<file path="src/rtl/bksm_pkg.sv">
package bksm_pkg;

	localparam int MAX_TOKENS  = 32;
	localparam int TOKEN_LEN   = 32;
	localparam int QUERY_CHARS = 256;

	localparam int SLOT_W = $clog2(MAX_TOKENS);
	localparam int TV_W   = $clog2(MAX_TOKENS + 1);
	localparam int POS_W  = $clog2(TOKEN_LEN);
	localparam int LEN_W  = $clog2(TOKEN_LEN + 1);
	localparam int QS_W   = $clog2(QUERY_CHARS + 1);

	localparam logic [7:0] CH_ESCAPE  = 8'h26;
	localparam logic [7:0] CH_INCLUDE = 8'h2B;
	localparam logic [7:0] CH_EXCLUDE = 8'h2D;
	localparam logic [7:0] CH_QUOTE   = 8'h22;
	localparam logic [7:0] CH_SPACE   = 8'h20;

	typedef enum logic [1:0] {
		MARK_PLAIN    = 2'd0,
		MARK_REQUIRED = 2'd1,
		MARK_EXCLUDED = 2'd2
	} mark_t;

	typedef enum logic {
		CMD_QUERY  = 1'b0,
		CMD_BUFFER = 1'b1
	} cmd_t;

	typedef struct packed {
		logic       command;
		logic [7:0] data;
		logic       last;
	} item_t;

	typedef struct packed {
		logic        matched;
		logic        rejected;
		logic [5:0]  token_count;
		logic [31:0] found_mask;
	} result_t;

	// token store update and byte broadcast for the cell row
	typedef struct packed {
		logic              ch_en;
		logic [SLOT_W-1:0] ch_slot;
		logic [POS_W-1:0]  ch_pos;
		logic [7:0]        ch_val;
		logic              len_en;
		logic [SLOT_W-1:0] len_slot;
		logic [LEN_W-1:0]  len_val;
		logic              mark_en;
		logic [SLOT_W-1:0] mark_slot;
		logic [1:0]        mark_val;
		logic              byte_en;
		logic              byte_last;
		logic [7:0]        byte_val;
		logic [TV_W-1:0]   tokens;
	} cell_ctl_t;

	typedef struct packed {
		logic rej;
		logic ok;
	} verdict_t;

	function automatic logic [7:0] fold(input logic [7:0] c);
		fold = (c >= 8'h41 && c <= 8'h5A) ? c + 8'h20 : c;
	endfunction

endpackage

</file>
<file path="src/rtl/bksm_cell.sv">
module bksm_cell (
	input  logic                             clk,
	input  logic                             arst_n,
	input  logic [bksm_pkg::SLOT_W-1:0]      slot,
	input  bksm_pkg::cell_ctl_t              ctl,
	input  bksm_pkg::verdict_t               vin,
	output bksm_pkg::verdict_t               vout,
	output logic                             found
);

	logic [7:0]                      ch_q [bksm_pkg::TOKEN_LEN];
	logic [7:0]                      ch_d [bksm_pkg::TOKEN_LEN];
	logic [bksm_pkg::LEN_W-1:0]      len_q, len_d;
	logic [1:0]                      mark_q, mark_d;
	logic [bksm_pkg::TOKEN_LEN-1:0]  act_q, act_d;
	logic                            found_q, found_d, hit, active;
	logic [bksm_pkg::LEN_W-1:0]      len_m1;

	// token contents as they stand after this cycle's writes
	always_comb begin
		for (int k = 0; k < bksm_pkg::TOKEN_LEN; k++) begin
			ch_d[k] = (ctl.ch_en && ctl.ch_slot == slot && ctl.ch_pos == k[bksm_pkg::POS_W-1:0])
				? ctl.ch_val : ch_q[k];
		end
		len_d  = (ctl.len_en && ctl.len_slot == slot) ? ctl.len_val : len_q;
		mark_d = (ctl.mark_en && ctl.mark_slot == slot) ? ctl.mark_val : mark_q;
	end

	// shift-and prefix tracking against the broadcast byte
	always_comb begin
		for (int k = 0; k < bksm_pkg::TOKEN_LEN; k++) begin
			act_d[k] = ((k == 0) ? 1'b1 : act_q[(k == 0) ? 0 : k - 1]) &&
				(bksm_pkg::fold(ch_d[k]) == bksm_pkg::fold(ctl.byte_val));
		end
		len_m1  = len_d - 1'b1;
		active  = {1'b0, slot} < ctl.tokens;
		hit     = active && len_d != '0 && act_d[len_m1[bksm_pkg::POS_W-1:0]];
		found_d = found_q | (ctl.byte_en & hit);
	end

	// verdict handed down the row
	always_comb begin
		vout.rej = vin.rej | (active && ((found_d && mark_d == bksm_pkg::MARK_EXCLUDED) ||
			(!found_d && mark_d == bksm_pkg::MARK_REQUIRED)));
		vout.ok  = vin.ok | (active && found_d && mark_d != bksm_pkg::MARK_EXCLUDED);
		found    = found_d;
	end

	// token characters
	always_ff @(posedge clk) begin
		for (int k = 0; k < bksm_pkg::TOKEN_LEN; k++) begin
			ch_q[k] <= ch_d[k];
		end
	end

	// token length, mark and match state
	always_ff @(posedge clk or negedge arst_n) begin
		if (!arst_n) begin
			len_q   <= '0;
			mark_q  <= '0;
			act_q   <= '0;
			found_q <= 1'b0;
		end else begin
			len_q  <= len_d;
			mark_q <= mark_d;
			if (ctl.byte_en) begin
				act_q   <= ctl.byte_last ? '0 : act_d;
				found_q <= ctl.byte_last ? 1'b0 : found_d;
			end
		end
	end

endmodule

</file>
<file path="config.mk">
export PLATFORM = sky130hd
export DESIGN_NAME = bksm_cell
export DESIGN_NICKNAME = d
export VERILOG_FILES = /design/src/rtl/bksm_pkg.sv /design/src/rtl/bksm_cell.sv
export SDC_FILE = /design/constraint.sdc
export NUM_CORES = 1
export LEC_CHECK = 0
export BUFFER_PORTS_ARGS = -buffer_cell sky130_fd_sc_hd__buf_2
export CAP_MARGIN = 15
export CORE_ASPECT_RATIO = 1.2
export CORE_MARGIN = 10
export CORE_UTILIZATION = 45
export CTS_CLUSTER_DIAMETER = 100
export DETAILED_ROUTE_END_ITERATION = 12
export PLACE_DENSITY = 0.64
export SYNTH_ARGS = -nofsm -noshare
export SYNTH_HDL_FRONTEND = slang
export SYNTH_SLANG_ARGS = --single-unit
</file>
<file path="constraint.sdc">
create_clock -name clk -period 8.15 [get_ports clk]
set_input_delay 1.63 -clock clk [delete_from_list [all_inputs] [get_ports clk]]
set_output_delay 1.63 -clock clk [all_outputs]
set_load 0.02 [all_outputs]
</file>
==> impl_metrics.yaml <==
run_status:
  status: "completed"
timing:
  fin_tns_setup_ns: 0
  hold-worst-slack_ns: 0.484
  max_freq_mhz: 125
  relSlewSlack_pct: 25.1
  hold_viol: 0
  tightest_slew_ns: 1.12
  rsz0062_at_grt: "no"
  timing.final.ws_setup_ns: 0.141
  min_period_ns: 8.01
  finalCritPeriodShare_pct: 98.3
  maxSlewViolCount: 0
  setup_viol: 0
  fin_worst_skew_ns: 0.0237
critical_path:
  crit_required_ns: 6.52
  crit_path_end_kind: "output pin"
  cp_num_cells: 14
  cp.arrival_ns: 6.38
  criticalPathCategory: "in -> out"
  r2r_end: "found_q"
  rr_worst_depth: 12
  critPathLaunchType: "input pin"
  setup.worst_path.end: "vout[1]"
  worst-path-max-fanout: 11
  worst-r2r-setup-slack_ns: 4.41
  crit_path_frequent_cell: "buf_2"
  cp_slowest_cell: "nor3_2"
  r2r-start: "ch_q[0][120]"
  crit_family: "simple AND/OR/NAND/NOR gates"
  cpPeakStageDelay_ns: 0.83
  startpoint: "slot[3]"
  crit_buf_inv: 2
  path_cells: "buf_2 > xor2_2 > nor3_2 > nand2_1 > mux2_2 > xnor2_1 > or4_1 > nor4_1 > a211oi_1 > o211ai_1 > o41ai_1 > o21ba_2 > o311ai_2 > buf_2"
synthesis:
  synthSimpleGateAreaFrac_pct: 21.3
  synth_edf_count: 0
  synth_cells: 2243
  synth_top_family_by_area: "simple AND/OR/NAND/NOR gates"
  ys_seq_area_share_pct: 31.8
  synth_top_area_share_pct: 26.6
  synth_nets: 2346
  syn_avg_cell_area_um2: 8.60
  synthDistinctLibCells: 104
  synth_warnings: 0
  synth_compound_area_share_pct: 17.4
  ys_ff_latch: 296
  synth-xor-area-share_pct: 10.6
  netlist_area_um2: 19300
  yosysTopAreaCell: "dfxtp_1"
  synth_adder_area_share_pct: 2.53
  synth-main-ff-cell: "dfxtp_1"
  async_flop_share_pct: 13.5
  synthTopCellsByArea: "dfxtp_1 27%, mux2_2 7.9%, xnor2_1 6.8%, dfrtp_1 5.2%, nand2_1 4.2%"
  synth_mux_area_share_pct: 11.7
floorplan:
  fp.dieH_um: 247
  die_area_um2: 51600
  ios: 67
  core_area_um2: 42600
  die_x_um: 209
  rows: 83
  start_util_pct: 45.3
route:
  ant_nets: 0
  drtIter0Drc: 1825
  first_pass_iters: 6
  finalWirelength_um: 77900
  drc: 0
  viasPerCell: 6.51
  vias: 19000
  wl_per_cell_um: 26.7
cells_and_area:
  fin_area_um2: 21900
  final_common_cell: "dfxtp_1"
  area_growth_pct: 13.8
  num-nets-final: 2442
  drive_gt1_share_pct: 19.1
  layout_common_cells: "256 x dfxtp_1, 214 x nand2_1, 150 x xnor2_1"
  stdcell_count: 2917
grt:
  grt_pass1_vias: 18300
  grt_pass1_wl_um: 114000
  grt.total_usage_pct: 28.8
  antenna_found_initial: 3
  overflow: 0
  grt_max_degree: 41
run:
  maxCapViolCount: 0
clocking:
  root_buffer: "clkbuf_16"
  cts-buffers-inserted: 34
  cts.hold.buffers_added: 0
  clk_pin_slew_ns: 0.06
  cts_max_level: 2
  cts_tree: "yes"
  ctsResizeCount: 0
  postCtsSetupBuffers: 0
  cts_sinks: 296
  clk_latency_ns: 0.55
  cts_buffer_depth: 3
place:
  post-place-ws_ns: 0.285
  gp_congestion: 1.01
  placed_area_um2: 20800
  port_buffers: 66
  hpwl_um: 56600
  dp.cells: 2855
power:
  p_per_area_nw_per_um2: 180
  ir_drop_mv: 0.159
  cellLeakagePower_uw: 0.00921
worst_hold_path:
  min_path_type: "reg -> reg"
## logic make-up (layout without fill, tap and decap cells)
family / count (synthesis) / count (layout)
AO/OA/AOI/OAI: 507 / 507
buffers and inverters: 223 / 344
multiplexers: 206 / 206
adder cells (fa/ha/maj): 39 / 39
other: 0 / 1
flip-flops: 296 / 296
XOR/XNOR: 204 / 204
AND/OR/NAND/NOR: 768 / 768
## metal layers
metal  global-route usage, %  vias up  share of wire [%]
met4                    17.2        0                6.5
met2                    47.7     1037                 46
met5                       0        -                  0
met3                    6.02      286                9.9
met1                    33.7     9214                 37
li1                        -     8463                  -
## per-stage QoR
stage	utilization (%)	total power (uW)
final	51.5	3960
after detailed placement	48.9	2390
after floorplan	-	2010
after global routing	51.5	4070
after global placement	48.9	2380
after CTS	51.5	3940
## flip-flops by register name, summed over array words and instances, names as in the netlist
signal and cells:
act_q 31, ch_q 256, found_q 1, len_q 6
mark_q 2
## cell usage after synthesis, types with 36 or more instances
master and count:
a21oi_1 93, xnor2_1 150, dfrtp_1 40, ha_1 39, nor2_1 102, clkbuf_1 94
mux2i_1 62, nor3_1 68, o21ai_0 144, mux2_2 136, inv_1 77, nand4_1 42
nand3_1 108, dfxtp_1 256, or4_1 36, nand2_1 214
## cell type report
class	instances	area, um^2
fillers	4023	20600
clock buffers	48	985
well taps	552	691
clock inverters	13	123
inverters	82	308
diodes	1	2.50
repair buffers	201	1380
multi-input cells	1724	12300
flip-flops and latches	296	6130
## where the power goes
part | total, uW | leakage, uW | switching, uW | internal, uW
registers | 1520 | 0.00261 | 28.1 | 1490
clock network | 1570 | 0.000555 | 659 | 909
logic | 871 | 0.00604 | 587 | 283
total | 3960 | 0.00921 | 1270 | 2690
## worst register-to-register path: cells and delay by family (launching register included)
kind,cells,cell delay [ns]
compound gates,8,1.86
simple gates,2,0.88
mux,2,0.58
flops,1,0.33
## worst min-delay path by stage
stage                      start           end  slack [ns]  cells past startpoint
floorplan              act_q[11]     act_q[11]        0.44                      2
CTS                 ch_q[0][106]  ch_q[0][106]        0.48                      2
global placement        act_q[1]      act_q[1]        0.46                      2
global route        ch_q[0][104]  ch_q[0][104]        0.50                      2
detailed placement      act_q[1]      act_q[1]        0.47                      2
finish              ch_q[0][104]  ch_q[0][104]        0.48                      2
Power figures use the tool's default switching activity.
